`src/rtl/deq_pkg.sv`:
```
// ----------------------------------------------------------------------------
// deq_pkg: shared types and constants for the double-ended queue
// Operation codes, status codes, field widths and controller commands.
// ----------------------------------------------------------------------------
package deq_pkg;

    localparam int DEQ_DEPTH_DEF = 16;
    localparam int DATA_W        = 32;
    localparam int MODE_W        = 2;
    localparam int STATUS_W      = 2;
    localparam int FILL_W        = 5;

    typedef enum logic [MODE_W-1:0] {
        MODE_PUSH_LEFT  = 2'd0,
        MODE_PUSH_RIGHT = 2'd1,
        MODE_POP_LEFT   = 2'd2,
        MODE_POP_RIGHT  = 2'd3
    } t_mode;

    typedef enum logic [STATUS_W-1:0] {
        ST_OK    = 2'd0,
        ST_EMPTY = 2'd1,
        ST_FULL  = 2'd2
    } t_status;

    // commands from the controller to the datapath
    typedef struct packed {
        logic load_in;   // capture the accepted request
        logic exec;      // apply the operation to indices, count and storage
        logic load_out;  // move the result into the output register
    } t_deq_cmd;

endpackage

```
`src/rtl/double_ended_queue.sv`:
```
// ----------------------------------------------------------------------------
// double_ended_queue: double-ended queue of signed 32-bit values
// Ring buffer of DEPTH entries; push/pop at either end, one result per request.
// ----------------------------------------------------------------------------
//  Channel | Handshake                 | Payload
//  --------+---------------------------+--------------------------------------
//  in      | i_in_valid / o_in_ready   | i_mode, i_push_value
//  out     | o_out_valid / i_out_ready | o_pop_value, o_status, o_fill_count
//
//  A request passes through capture at the accepting edge, one memory
//  access (single read/write port, registered read), then load of the output
//  register. The next request is accepted as soon as the result is loaded,
//  even while that result still waits for i_out_ready; a full output
//  register stalls the load step. Synchronous active-low reset empties the
//  queue; entry storage is not cleared, since only written entries ever
//  reach the result.
// ----------------------------------------------------------------------------
module double_ended_queue
    import deq_pkg::*;
#(
    parameter int DEPTH = DEQ_DEPTH_DEF
) (
    input  logic                       i_clk,
    input  logic                       i_rst_n,
    // request channel
    input  logic                       i_in_valid,
    output logic                       o_in_ready,
    input  logic [MODE_W-1:0]          i_mode,
    input  logic signed [DATA_W-1:0]   i_push_value,
    // result channel
    output logic                       o_out_valid,
    input  logic                       i_out_ready,
    output logic signed [DATA_W-1:0]   o_pop_value,
    output logic [STATUS_W-1:0]        o_status,
    output logic [FILL_W-1:0]          o_fill_count
);

    t_deq_cmd cmd;

    // controller: sequencing and both handshakes
    deq_ctrl u_ctrl (
        .i_clk       (i_clk),
        .i_rst_n     (i_rst_n),
        .i_in_valid  (i_in_valid),
        .o_in_ready  (o_in_ready),
        .o_out_valid (o_out_valid),
        .i_out_ready (i_out_ready),
        .o_cmd       (cmd)
    );

    // datapath: storage, end indices, count and result register
    deq_dp #(
        .DEPTH (DEPTH)
    ) u_dp (
        .i_clk        (i_clk),
        .i_rst_n      (i_rst_n),
        .i_cmd        (cmd),
        .i_mode       (i_mode),
        .i_push_value (i_push_value),
        .o_pop_value  (o_pop_value),
        .o_status     (o_status),
        .o_fill_count (o_fill_count)
    );

endmodule

```
`src/rtl/deq_ctrl.sv`:
```
// ----------------------------------------------------------------------------
// deq_ctrl: sequencing controller
// Three one-hot states: wait for a request, execute it, hand off the result.
// ----------------------------------------------------------------------------
module deq_ctrl
    import deq_pkg::*;
(
    input  logic     i_clk,
    input  logic     i_rst_n,
    input  logic     i_in_valid,
    output logic     o_in_ready,
    output logic     o_out_valid,
    input  logic     i_out_ready,
    output t_deq_cmd o_cmd
);

    typedef enum logic [2:0] {
        S_IDLE = 3'b001,
        S_EXEC = 3'b010,
        S_LOAD = 3'b100
    } t_state;

    t_state r_state, n_state;
    logic   r_out_valid, n_out_valid;
    logic   out_free;

    // output register can take a new result when empty or being drained
    assign out_free = !r_out_valid || i_out_ready;

    always_comb begin
        n_state     = r_state;
        n_out_valid = r_out_valid;
        o_cmd       = '0;
        if (r_out_valid && i_out_ready) begin
            n_out_valid = 1'b0;
        end
        case (r_state)
            S_IDLE: begin
                if (i_in_valid) begin
                    o_cmd.load_in = 1'b1;
                    n_state       = S_EXEC;
                end
            end
            S_EXEC: begin
                o_cmd.exec = 1'b1;
                n_state    = S_LOAD;
            end
            S_LOAD: begin
                if (out_free) begin
                    o_cmd.load_out = 1'b1;
                    n_out_valid    = 1'b1;
                    n_state        = S_IDLE;
                end
            end
            default: begin
                n_state = S_IDLE;
            end
        endcase
    end

    always_ff @(posedge i_clk) begin
        if (!i_rst_n) begin
            r_state     <= S_IDLE;
            r_out_valid <= 1'b0;
        end else begin
            r_state     <= n_state;
            r_out_valid <= n_out_valid;
        end
    end

    assign o_in_ready  = (r_state == S_IDLE);
    assign o_out_valid = r_out_valid;

endmodule

```
`src/rtl/deq_dp.sv`:
```
// ----------------------------------------------------------------------------
// deq_dp: ring-buffer datapath
// Entry memory, left/right indices, entry count and the result register.
// ----------------------------------------------------------------------------
module deq_dp
    import deq_pkg::*;
#(
    parameter int DEPTH = DEQ_DEPTH_DEF
) (
    input  logic                i_clk,
    input  logic                i_rst_n,
    input  t_deq_cmd            i_cmd,
    input  logic [MODE_W-1:0]   i_mode,
    input  logic [DATA_W-1:0]   i_push_value,
    output logic [DATA_W-1:0]   o_pop_value,
    output logic [STATUS_W-1:0] o_status,
    output logic [FILL_W-1:0]   o_fill_count
);

    localparam int AW     = (DEPTH > 1) ? $clog2(DEPTH) : 1;
    localparam int CW_RAW = $clog2(DEPTH + 1);
    localparam int CW     = (CW_RAW > FILL_W) ? CW_RAW : FILL_W;
    localparam logic [AW-1:0] LAST_IDX = AW'(DEPTH - 1);
    localparam logic [CW-1:0] FULL_CNT = CW'(DEPTH);

    logic [DATA_W-1:0] mem [DEPTH];

    t_mode             r_mode;
    logic [DATA_W-1:0] r_value;
    logic [AW-1:0]     r_left, n_left;
    logic [AW-1:0]     r_right, n_right;
    logic [CW-1:0]     r_count, n_count;
    logic [DATA_W-1:0] r_rd_data;
    t_status           r_res_status, n_res_status;
    logic [DATA_W-1:0] r_pop_value;
    t_status           r_status;
    logic [FILL_W-1:0] r_fill;

    logic [AW-1:0] left_dec, right_inc, right_dec;
    logic [AW-1:0] addr;
    logic          wr_en;
    logic          is_full, is_empty;

    assign left_dec  = (r_left == '0) ? LAST_IDX : r_left - 1'b1;
    assign right_inc = (r_right == LAST_IDX) ? '0 : r_right + 1'b1;
    assign right_dec = (r_right == '0) ? LAST_IDX : r_right - 1'b1;
    assign is_full   = (r_count == FULL_CNT);
    assign is_empty  = (r_count == '0);

    always_comb begin
        n_left       = r_left;
        n_right      = r_right;
        n_count      = r_count;
        n_res_status = ST_OK;
        wr_en        = 1'b0;
        addr         = r_left;
        case (r_mode)
            MODE_PUSH_LEFT: begin
                addr = left_dec;
                if (is_full) begin
                    n_res_status = ST_FULL;
                end else begin
                    wr_en   = 1'b1;
                    n_left  = left_dec;
                    n_count = r_count + 1'b1;
                end
            end
            MODE_PUSH_RIGHT: begin
                addr = r_right;
                if (is_full) begin
                    n_res_status = ST_FULL;
                end else begin
                    wr_en   = 1'b1;
                    n_right = right_inc;
                    n_count = r_count + 1'b1;
                end
            end
            MODE_POP_LEFT: begin
                addr = r_left;
                if (is_empty) begin
                    n_res_status = ST_EMPTY;
                end else begin
                    n_left  = (r_left == LAST_IDX) ? '0 : r_left + 1'b1;
                    n_count = r_count - 1'b1;
                end
            end
            MODE_POP_RIGHT: begin
                addr = right_dec;
                if (is_empty) begin
                    n_res_status = ST_EMPTY;
                end else begin
                    n_right = right_dec;
                    n_count = r_count - 1'b1;
                end
            end
            default: begin
                addr = r_left;
            end
        endcase
    end

    // single-port memory with registered read
    always_ff @(posedge i_clk) begin
        if (i_cmd.exec) begin
            if (wr_en) begin
                mem[addr] <= r_value;
            end
            r_rd_data <= mem[addr];
        end
    end

    // control state
    always_ff @(posedge i_clk) begin
        if (!i_rst_n) begin
            r_left  <= '0;
            r_right <= '0;
            r_count <= '0;
        end else if (i_cmd.exec) begin
            r_left  <= n_left;
            r_right <= n_right;
            r_count <= n_count;
        end
    end

    // payload registers
    always_ff @(posedge i_clk) begin
        if (i_cmd.load_in) begin
            r_mode  <= t_mode'(i_mode);
            r_value <= i_push_value;
        end
        if (i_cmd.exec) begin
            r_res_status <= n_res_status;
        end
        if (i_cmd.load_out) begin
            r_status <= r_res_status;
            r_fill   <= r_count[FILL_W-1:0];
            case (r_res_status)
                ST_OK: begin
                    if (r_mode == MODE_POP_LEFT || r_mode == MODE_POP_RIGHT) begin
                        r_pop_value <= r_rd_data;
                    end else begin
                        r_pop_value <= '0;
                    end
                end
                ST_EMPTY: r_pop_value <= '1;
                default:  r_pop_value <= '0;
            endcase
        end
    end

    assign o_pop_value  = r_pop_value;
    assign o_status     = r_status;
    assign o_fill_count = r_fill;

endmodule

```
`config.mk`:
```
export PLATFORM = sky130hd
export DESIGN_NAME = double_ended_queue
export DESIGN_NICKNAME = d
export VERILOG_FILES = /design/src/rtl/deq_pkg.sv /design/src/rtl/double_ended_queue.sv /design/src/rtl/deq_ctrl.sv /design/src/rtl/deq_dp.sv
export SDC_FILE = /design/constraint.sdc
export NUM_CORES = 1
export LEC_CHECK = 0
export BUFFER_PORTS_ARGS = -buffer_cell sky130_fd_sc_hd__buf_2
export CAP_MARGIN = 20
export CORE_MARGIN = 10
export CORE_UTILIZATION = 25
export DETAILED_ROUTE_END_ITERATION = 6
export SYNTH_ARGS = -nofsm -noshare
export SYNTH_HDL_FRONTEND = slang
export SYNTH_SLANG_ARGS = --single-unit
```
`constraint.sdc`:
```
create_clock -name i_clk -period 12.19 [get_ports i_clk]
set_clock_uncertainty 0.15 [all_clocks]
set_input_delay 0.6095 -clock i_clk [delete_from_list [all_inputs] [get_ports i_clk]]
set_output_delay 0.6095 -clock i_clk [all_outputs]
set_load 0.01 [all_outputs]
```
**Yosys cells after proc, flatten, opt, wreduce, memory -nomap -nowiden**

Memories as Yosys holds them, arrays and structs flattened. A register that Yosys moved wholly into a read port is not among the register bits.
Index checks and enable logic that the tools add are counted.

- Output and inout bits: 41
- Memory bits (read-only): 0
- Bits in writable memories: 512
- Memories: 1
- Logic and storage cells: 88
- Flip-flop bits (word level): 92
- Bits of input ports: 38
- Bits in latches: 0

Memories:

| name | depth | width | read ports | clocked after Yosys merged registers in | write ports | RTL line | text |
|---|---|---|---|---|---|---|---|
| u_dp.mem | 16 | 32 | 1 | 1 | 1 | deq_dp.sv:26 | `logic [DATA_W-1:0] mem [DEPTH];` |

- Eq/ne operators: 18
- Divide/modulo/power cells: 0
- Bitwise operators: 0
- Shift-type cells: 0
- Reductions and logical operators: 17
- Add/sub/neg operators: 6
- Magnitude comparators: 0
- Multiplexer cells: 35
- Multiply operators: 0

Operator list:

| cell | number |
|---|---|
| 32-bit one-hot mux with 2 select lines | 1 |
| 32-bit two-way mux | 1 |
| 4-bit two-way mux | 8 |
| 4-bit one-hot mux with 2 select lines | 2 |
| 4-bit one-hot mux with 4 select lines | 1 |
| 1-bit two-way mux | 14 |
| 2-bit != test, second input constant | 7 |
| 5-bit two-way mux | 2 |
| 5-bit one-hot mux with 2 select lines | 1 |
| 3-bit one-hot mux with 3 select lines | 1 |
| 4-bit by 1-bit adder with 4-bit output, second input constant | 2 |
| 4-bit == test, second input constant | 2 |
| 4-bit zero test | 2 |
| 4-bit AND reduction | 2 |
| 4-bit by 1-bit subtractor with 4-bit output, second input constant | 2 |
| 3-bit two-way mux | 2 |
| 5-bit by 1-bit adder with 5-bit output, second input constant | 1 |
| 5-bit == test, second input constant | 1 |
| 5-bit zero test | 1 |
| 5-bit by 1-bit subtractor with 5-bit output, second input constant | 1 |
| 2-bit by 1-bit == test with 1-bit output, second input constant | 2 |
| 2-bit == test, second input constant | 2 |
| 2-bit zero test | 2 |
| 2-bit one-hot mux with 2 select lines | 1 |
| 12 further kinds | 15 |

**Longest topological paths before layout**

Gate-level depths: netlist of run 1.

- Depth after elaboration: 6
- Gate-level depth with buffers: 12
- Gate-level depth less buffers: 8

**By module**

From an unflattened synthesis of run 1, not the netlist that was laid out.

- Cell total of the unflattened synthesis: 1506
- Area total of the unflattened synthesis: 25396.9 sq um

Modules (own cells, without submodules):

| module | cells an instance | times used | sequential area each (sq um) | area each (sq um) |
|---|---|---|---|---|
| deq_dp | 1487 | 1 | 18848.1 | 25201.7 |
| deq_ctrl | 19 | 1 | 80.1 | 195.2 |

**Worst setup path before layout of run 1**

OpenSTA, ideal clock, no wires.

- Path kind: reg2reg
- Start point: reg u_ctrl.r_state[1]
- End point: mem u_dp.mem[0][0] (enable)
- Buffers on the path: 0
- Period minus slack after synthesis: 5.176 ns
- Path slack: 7.014 ns
- Data required time: 11.579 ns
- Arrival time: 4.564 ns
- Library setup time: 0.461 ns
- Stages on the path, launching flop included: 5
- Cells stage by stage: dfxtp_1 nor3b_2 and2_1 nand3b_1 nor3_1

- Word-level cells in the longest chain between the ends: 4

RTL lines:

| element | RTL line | text |
|---|---|---|
| start, declared | deq_ctrl.sv:23 | `t_state r_state, n_state;` |
| start signal, assigned | deq_ctrl.sv:66 | `r_state <= n_state;` |
| 3-bit by 2-bit == test with 1-bit output | deq_ctrl.sv:37 | `case (r_state)` |
| 1-bit two-way mux | deq_ctrl.sv:37 |  |
| 1-bit two-way mux | deq_dp.sv:104 | `if (i_cmd.exec) begin` |
| 1-bit two-way mux (not written as such) | deq_dp.sv:106 | `mem[addr] <= r_value;` |
| end, declared | deq_dp.sv:26 |  |

Every way passes these cells.

**Final worst setup path of run 1**

- Start point: reg u_dp.r_mode[1]
- End point: reg u_dp.r_rd_data[14] (read register of u_dp.mem) (data pin)

- Word-level cells in the longest chain between the ends: 2
- Elaborated cells between the ends (all ways): 5
- Those cells by class: eq/ne (3); mux (1); reduce/logical (1)

RTL lines:

| element | RTL line | text |
|---|---|---|
| start, declared | deq_dp.sv:28 | `t_mode r_mode;` |
| start signal, assigned | deq_dp.sv:128 | `r_mode <= t_mode'(i_mode);` |
| 2-bit == test (tied with other cells) | deq_dp.sv:57 | `case (r_mode)` |
| 4-bit one-hot mux with 4 select lines * | deq_dp.sv:57 |  |
| end, declared | deq_dp.sv:33 | `logic [DATA_W-1:0] r_rd_data;` |

Every way passes the cells marked *; elsewhere a longest branch is shown, timed or not.
A chain may end at the register's enable or synchronous reset.

==> metrics.yaml, run 1 <==
outcome: "finished clean"
crit_path_frequent_cell: "buf_4"
finalSetupTns_ns: 0
fp-row-count: 116
p_leak_nw: 9.61
worstHoldPathCells: 1
post-route-util_pct: 29.2
min_period_ns: 5.00
final_antenna_net_count: 0
start_util_pct: 25.2
holdWs_ns: 0.0333
crit_type: "register to register"
regArea_sq_um: 18900
cp_slowest_stage_delay_ns: 0.94
avgSynthCellArea_sq_um: 16.8
wirelength_mm: 58.5
ys_seq_area_share_pct: 75.0
grt_pass1_vias: 13500
antenna_cells: 0
final_cell_count_no_fill: 2950
crit_family: "buffers and inverters"
tritoncts: "done"
grt_util_all_layers_pct: 10.0
slew_headroom_pct: 27.2
post-dp-hpwl_mm: 33.9
path_max_fanout: 54
clock_sinks: 636
drtIter0Drc: 1093
synth_edf_count: 619
hold_violations: 0
vias: 13300
syn2layout_area_growth_pct: 15.9
path_buf_inv: 4
min_to: "u_dp.r_value[17]"
setup_ws_ns: 7.19
pin_count: 79
syn_nets: 1548
clock_latency_ns: 0.62
ys_warn_count: 0
cts_resized: 0
antenna_found_initial: 1
finalCritPeriodShare_pct: 41.0
ir_drop_uv: 108
min_from: "i_push_value[17]"
rsz0062_at_grt: "no"
drt-pass1-iter-count: 5
crit_start: "u_dp.r_mode[1]"
cts_root_buf: "clkbuf_16"
drive_above_1_share_pct: 17.7
r2r_slack_ns: 7.19
place_congestion: 0.766
cpMaxStageDelayCell: "mux4_4"
via_per_inst: 4.52
r2r-end: "u_dp.r_rd_data[14]"
cp-end-kind: "register"
grt_first_pass_wirelength_mm: 87.4
cp_cell_sequence: "buf_4 -> inv_1 -> mux4_4 -> buf_4 -> buf_4 -> mux2_1 -> o211ai_1 -> nand4_1"
fmax_ghz: 0.200
synth_cell_types: 52
synth_cells: 1502
synth-seq-cells: 636
cts_buffer_depth: 3
cp-start-kind: "register"
wire_per_inst_um: 19.8
die_h_um: 338
power.density_nw_per_um2: 155
clkTransAtPathRegs_ns: 0.06
synth_ff_type: "edfxtp_1"
port_buffers: 78
place_ws_ns: 7.13
cts_htree_levels: 2
grt_max_degree: 106
die_width_um: 338
hp-class: "input pin to register"
drc: 0
maxCapViolations: 0
setup_viol: 0
num-nets-final: 1655
cp_data_required_time_ns: 12.39
reg2reg_from: "u_dp.r_mode[1]"
coreArea_sq_um: 100000
grt_overflow: 0
cts_inserted_buffers: 57
dieArea_sq_um: 114000
dp.cells: 2827
reg2reg_depth: 8
drv_slew: 0
worst_pin_slew_ns: 1.09
multi_input_area_sq_um: 5910
synth-async-reset-ratio_pct: 0
fill_cells: 9862
syn_area_sq_um: 25200
crit_arrival_ns: 5.20
## worst reg2reg max path: stages (launching register included)
cell	delay (ns)
edfxtp_1	0.33
buf_4	0.52
inv_1	0.28
mux4_4	0.95
buf_4	0.87
buf_4	0.81
mux2_1	0.44
o211ai_1	0.30
nand4_1	0.12
## where the power goes
part | switching [mW] | internal [mW]
registers | 0.0341 | 2.43
logic | 0.200 | 0.131
clock network | 0.788 | 0.947
## state kept, by name, indices dropped and copies added, names as in the netlist
signal,cells
u_dp.mem,512
u_dp.r_res_status,2
u_dp.o_fill_count,5
u_dp.o_status,2
u_dp.r_value,32
u_dp.r_count,5
u_dp.o_pop_value,32
u_dp.r_right,4
u_ctrl.r_state,3
u_dp.r_left,4
u_dp.r_rd_data,32
u_ctrl.o_out_valid,1
u_dp.r_mode,2
## worst max-delay path by stage
stage,slack [ns],cells after the start,end
global route,6.91,8,u_dp.r_rd_data[14]
finish,7.19,8,u_dp.r_rd_data[14]
floorplan,7.01,4,u_dp.mem[0][0]
detailed placement,7.13,8,u_dp.r_rd_data[13]
CTS,7.14,8,u_dp.r_rd_data[13]
global placement,7.30,8,u_dp.r_rd_data[14]
## logic make-up after synthesis
group           count (synthesis)  synth area share, %
flops                         636                 75.0
mux                           263                 11.5
xor+xnor                       12                0.416
buf+inv                       107                 2.17
fa+ha+maj                       8                0.426
simple gates                  273                 4.87
compound gates                203                 5.61
## routing by layer
layer | GRT usage (%) | up-vias | routed length (um)
met3 | 1.89 | 51 | 3470
li1 | - | 6046 | -
met4 | 1.99 | 0 | 703
met5 | 0 | - | 0
met2 | 15.4 | 361 | 26100
met1 | 14.6 | 6880 | 28200
## timing repair
item	in CTS	in global routing
endpoints found under the hold margin	20	0
setup buffers	0	0
hold buffers	20	0
## cell usage after synthesis, drive strengths merged, types with 3 or more instances
library cell	instances	area, sq um
and2	9	56.3
a21o	4	30.0
nor3	8	40.0
and3	3	18.8
nand4	33	206
mux2i	133	1330
buf	45	314
mux2	129	1550
o22ai	4	25.0
xnor2	10	87.6
a31oi	4	25.0
ha	7	87.6
o211ai	129	968
nand2b	3	18.8
inv	15	56.3
o211a	4	40.0
clkbuf	45	169
nand2	148	556
a21boi	4	33.8
edfxtp	619	18600
o21ai	9	45.0
dfxtp	17	340
nor2b	5	31.3
nor2	49	191
nor3b	5	42.5
a21oi	39	195
## final cells by class
type	instances	area share, %
tap	1298	5.55
clock buffer	69	5.03
timing repair buffer	138	3.24
clock inverter	33	1.06
inverter	17	0.218
multi-input combinational	759	20.2
sequential	636	64.7
## cells in the final DEF, fill, tap and decap left out, types with 13 or more instances in the layout
cell type / instances
buf_2: 78
mux2i_1: 133
nor2_1: 37
nand4_1: 33
inv_1: 13
a21oi_1: 39
mux2_2: 39
mux2_4: 27
dlygate4sd3_1: 20
nand2_1: 148
buf_4: 36
edfxtp_1: 619
o211ai_1: 129
dfxtp_1: 17
clkbuf_16: 57
mux2_1: 63
## metrics by stage
step | power, mW | instance area [sq um]
finish | 4.52 | 29300
global route | 4.69 | 29300
CTS | 4.57 | 29200
detailed placement | 2.83 | 27300
global placement | 2.82 | 27200
floorplan | 2.74 | 25200
Power figures use the tool's default switching activity.
==> inputs of run 2 (changes only) <==
==> constraint.sdc (replaced) <==
create_clock -name i_clk -period 5.1 [get_ports i_clk]
set_clock_uncertainty 0.15 [all_clocks]
set_input_delay 0.255 -clock i_clk [delete_from_list [all_inputs] [get_ports i_clk]]
set_output_delay 0.255 -clock i_clk [all_outputs]
set_load 0.01 [all_outputs]
==> run 2 against run 1 <==
  * Clock-buffer cell count decreased by 3
  * Clock power increased to 2.6 times the previous value
  * Hold slack improved by 0.14 ns
  * Largest power group unchanged
  * Maximum frequency increased by 33%
  * Sequential share of layout area decreased by 0.75 points
  * Routed wire length decreased by 1.4%
  * Highest routed layer unchanged
==> metrics.yaml, run 2 (synthesis gave the netlist of run 1 again) <==
cp_data_required_time_ns: 5.31  # was 12.39 ns
layout_commonest_cell: "edfxtp_1"  # unchanged
top_register: "u_dp.mem"  # unchanged
via_per_inst: 4.48  # was 4.52
drv_slew: 0  # unchanged
crit_arrival_ns: 3.96  # was 5.20 ns
wire_per_inst_um: 19.5  # was 19.8 um
num-nets-final: 1670  # was 1655
min_from: "i_push_value[11]"  # was i_push_value[17]
grt_pass1_vias: 13400  # was 13500
cp-end-kind: "register"  # unchanged
fill_cells: 9852  # was 9862
vias: 13300  # about the same
die_h_um: 338  # unchanged
drt-pass1-iter-count: 5  # unchanged
port_buffers: 78  # unchanged
drc: 0  # unchanged
cts_inserted_buffers: 58  # was 57
antenna_cells: 0  # unchanged
cts_root_buf: "clkbuf_16"  # unchanged
reg2reg_depth: 8  # unchanged
fin_total_pwr_mw: 11.2  # was 4.52 mW
cts_htree_levels: 2  # unchanged
cts_resized: 0  # unchanged
tritoncts: "done"  # unchanged
worst_pin_slew_ns: 1.11  # was 1.09 ns
cts_setup_buffers: 0  # unchanged
layout_common_cells: "619 x edfxtp_1, 148 x nand2_1, 133 x mux2i_1"  # unchanged
syn2layout_area_growth_pct: 17.3  # was 15.9%
start_util_pct: 25.2  # unchanged
cts_buffer_depth: 3  # unchanged
dieArea_sq_um: 114000  # unchanged
antenna_found_initial: 0  # was 1
hp-class: "input pin to register"  # unchanged
drtIter0Drc: 1040  # was 1093
drive_above_1_share_pct: 17.7  # about the same
min_period_ns: 3.75  # was 5.00 ns
clkTransAtPathRegs_ns: 0.07  # was 0.06 ns
grt_first_pass_wirelength_mm: 85.5  # was 87.4 mm
fp-row-count: 116  # unchanged
r2r-end: "u_dp.r_rd_data[14]"  # unchanged
post-dp-hpwl_mm: 32.2  # was 33.9 mm
clock_sinks: 636  # unchanged
post-route-util_pct: 29.6  # was 29.2%
place_congestion: 0.750  # was 0.766
fmax_ghz: 0.267  # was 0.200 GHz
final_antenna_net_count: 0  # unchanged
r2r_slack_ns: 1.35  # was 7.19 ns
grt_overflow: 0  # unchanged
largest_reg_flops: 512  # unchanged
place_ws_ns: 1.37  # was 7.13 ns
coreArea_sq_um: 100000  # unchanged
setup_viol: 0  # unchanged
die_width_um: 338  # unchanged
cp-start-kind: "register"  # unchanged
ir_drop_uv: 292  # was 108 uV
reg2reg_from: "u_dp.r_left[0]"  # was u_dp.r_mode[1]
p_leak_nw: 9.77  # was 9.61 nW
slew_headroom_pct: 25.8  # was 27.2%
grt_max_degree: 191  # was 106
crit_type: "register to register"  # unchanged
finalCritPeriodShare_pct: 73.5  # was 41.0%
outcome: "finished clean"  # unchanged
finalSetupTns_ns: 0  # unchanged
path_max_fanout: 147  # was 54
worstHoldPathCells: 2  # was 1
setup_ws_ns: 1.35  # was 7.19 ns
pin_count: 79  # unchanged
hold_violations: 0  # unchanged
min_to: "u_dp.r_value[11]"  # was u_dp.r_value[17]
rsz0062_at_grt: "no"  # unchanged
clock_latency_ns: 0.64  # was 0.62 ns
maxCapViolations: 0  # unchanged
power.density_nw_per_um2: 377  # was 155 nW/um^2
wirelength_mm: 57.6  # was 58.5 mm
grt_util_all_layers_pct: 9.83  # was 10.0%
## run 2: power breakdown
group / total, mW / internal [mW] / leakage (nW) / switching, mW
sequential: 5.88 / 5.80 / 5.73 / 0.0837
combinational: 0.799 / 0.326 / 3.09 / 0.473
clock: 4.49 / 2.58 / 0.953 / 1.92
total: 11.2 / 8.70 / 9.77 / 2.47
## run 2: how the worst max path moves through the flow
stage	from	to	slack [ns]	depth (start not counted)
5_1_grt	u_dp.r_right[0]	u_dp.mem[2][2]	1.17	8
2_1_floorplan	u_ctrl.r_state[1]	u_dp.mem[0][0]	-0.08	4
3_5_place_dp	u_dp.r_right[0]	u_dp.mem[2][2]	1.37	8
4_1_cts	u_dp.r_right[0]	u_dp.mem[2][2]	1.36	8
3_3_place_gp	u_dp.r_right[0]	u_dp.mem[14][15]	1.43	7
6_report	u_dp.r_left[0]	u_dp.r_rd_data[14]	1.35	8
## run 2: final cells by class
cell class	count	area, sq um	area share (%)
clock buffer	66	1500	5.08
clock inverter	35	450	1.52
inverter	17	63.8	0.216
multi-input combinational	759	5910	20.0
sequential	636	18900	63.9
tap	1298	1620	5.49
timing repair buffer	152	1120	3.78
## run 2: layer usage
| layer | wire [um] | vias to the layer above | GRT usage, % |
|---|---|---|---|
| li1 | - | 6065 | - |
| met1 | 27100 | 6770 | 14.1 |
| met2 | 25800 | 356 | 15.0 |
| met3 | 3660 | 72 | 1.97 |
| met4 | 1050 | 0 | 2.43 |
| met5 | 0 | - | 0 |
## run 2: critical path, stage by stage, from the launching register on
cell and delay (ns):
dfxtp_1 0.52, inv_1 0.10, ha_1 0.34, inv_1 0.04
mux4_4 0.79, buf_12 0.35, mux2_1 0.52, o211ai_1 0.22
nand4_1 0.18
## run 2: per-stage QoR
| stage | hold slack, ns | std cells | cell area [sq um] |
|---|---|---|---|
| finish | 0.178 | 2963 | 29600 |
| global route | 0.158 | 2963 | 29600 |
| CTS | 0.128 | 2963 | 29600 |
| detailed placement | 0.283 | 2823 | 27300 |
| global placement | 0.286 | 2822 | 27200 |
| floorplan | 0.204 | 1502 | 25200 |
## run 2: what timing repair did
action                                  in CTS  in global routing
endpoints found under the setup margin       0                  0
hold buffers                                39                  0
hold endpoints to repair                    51                  0
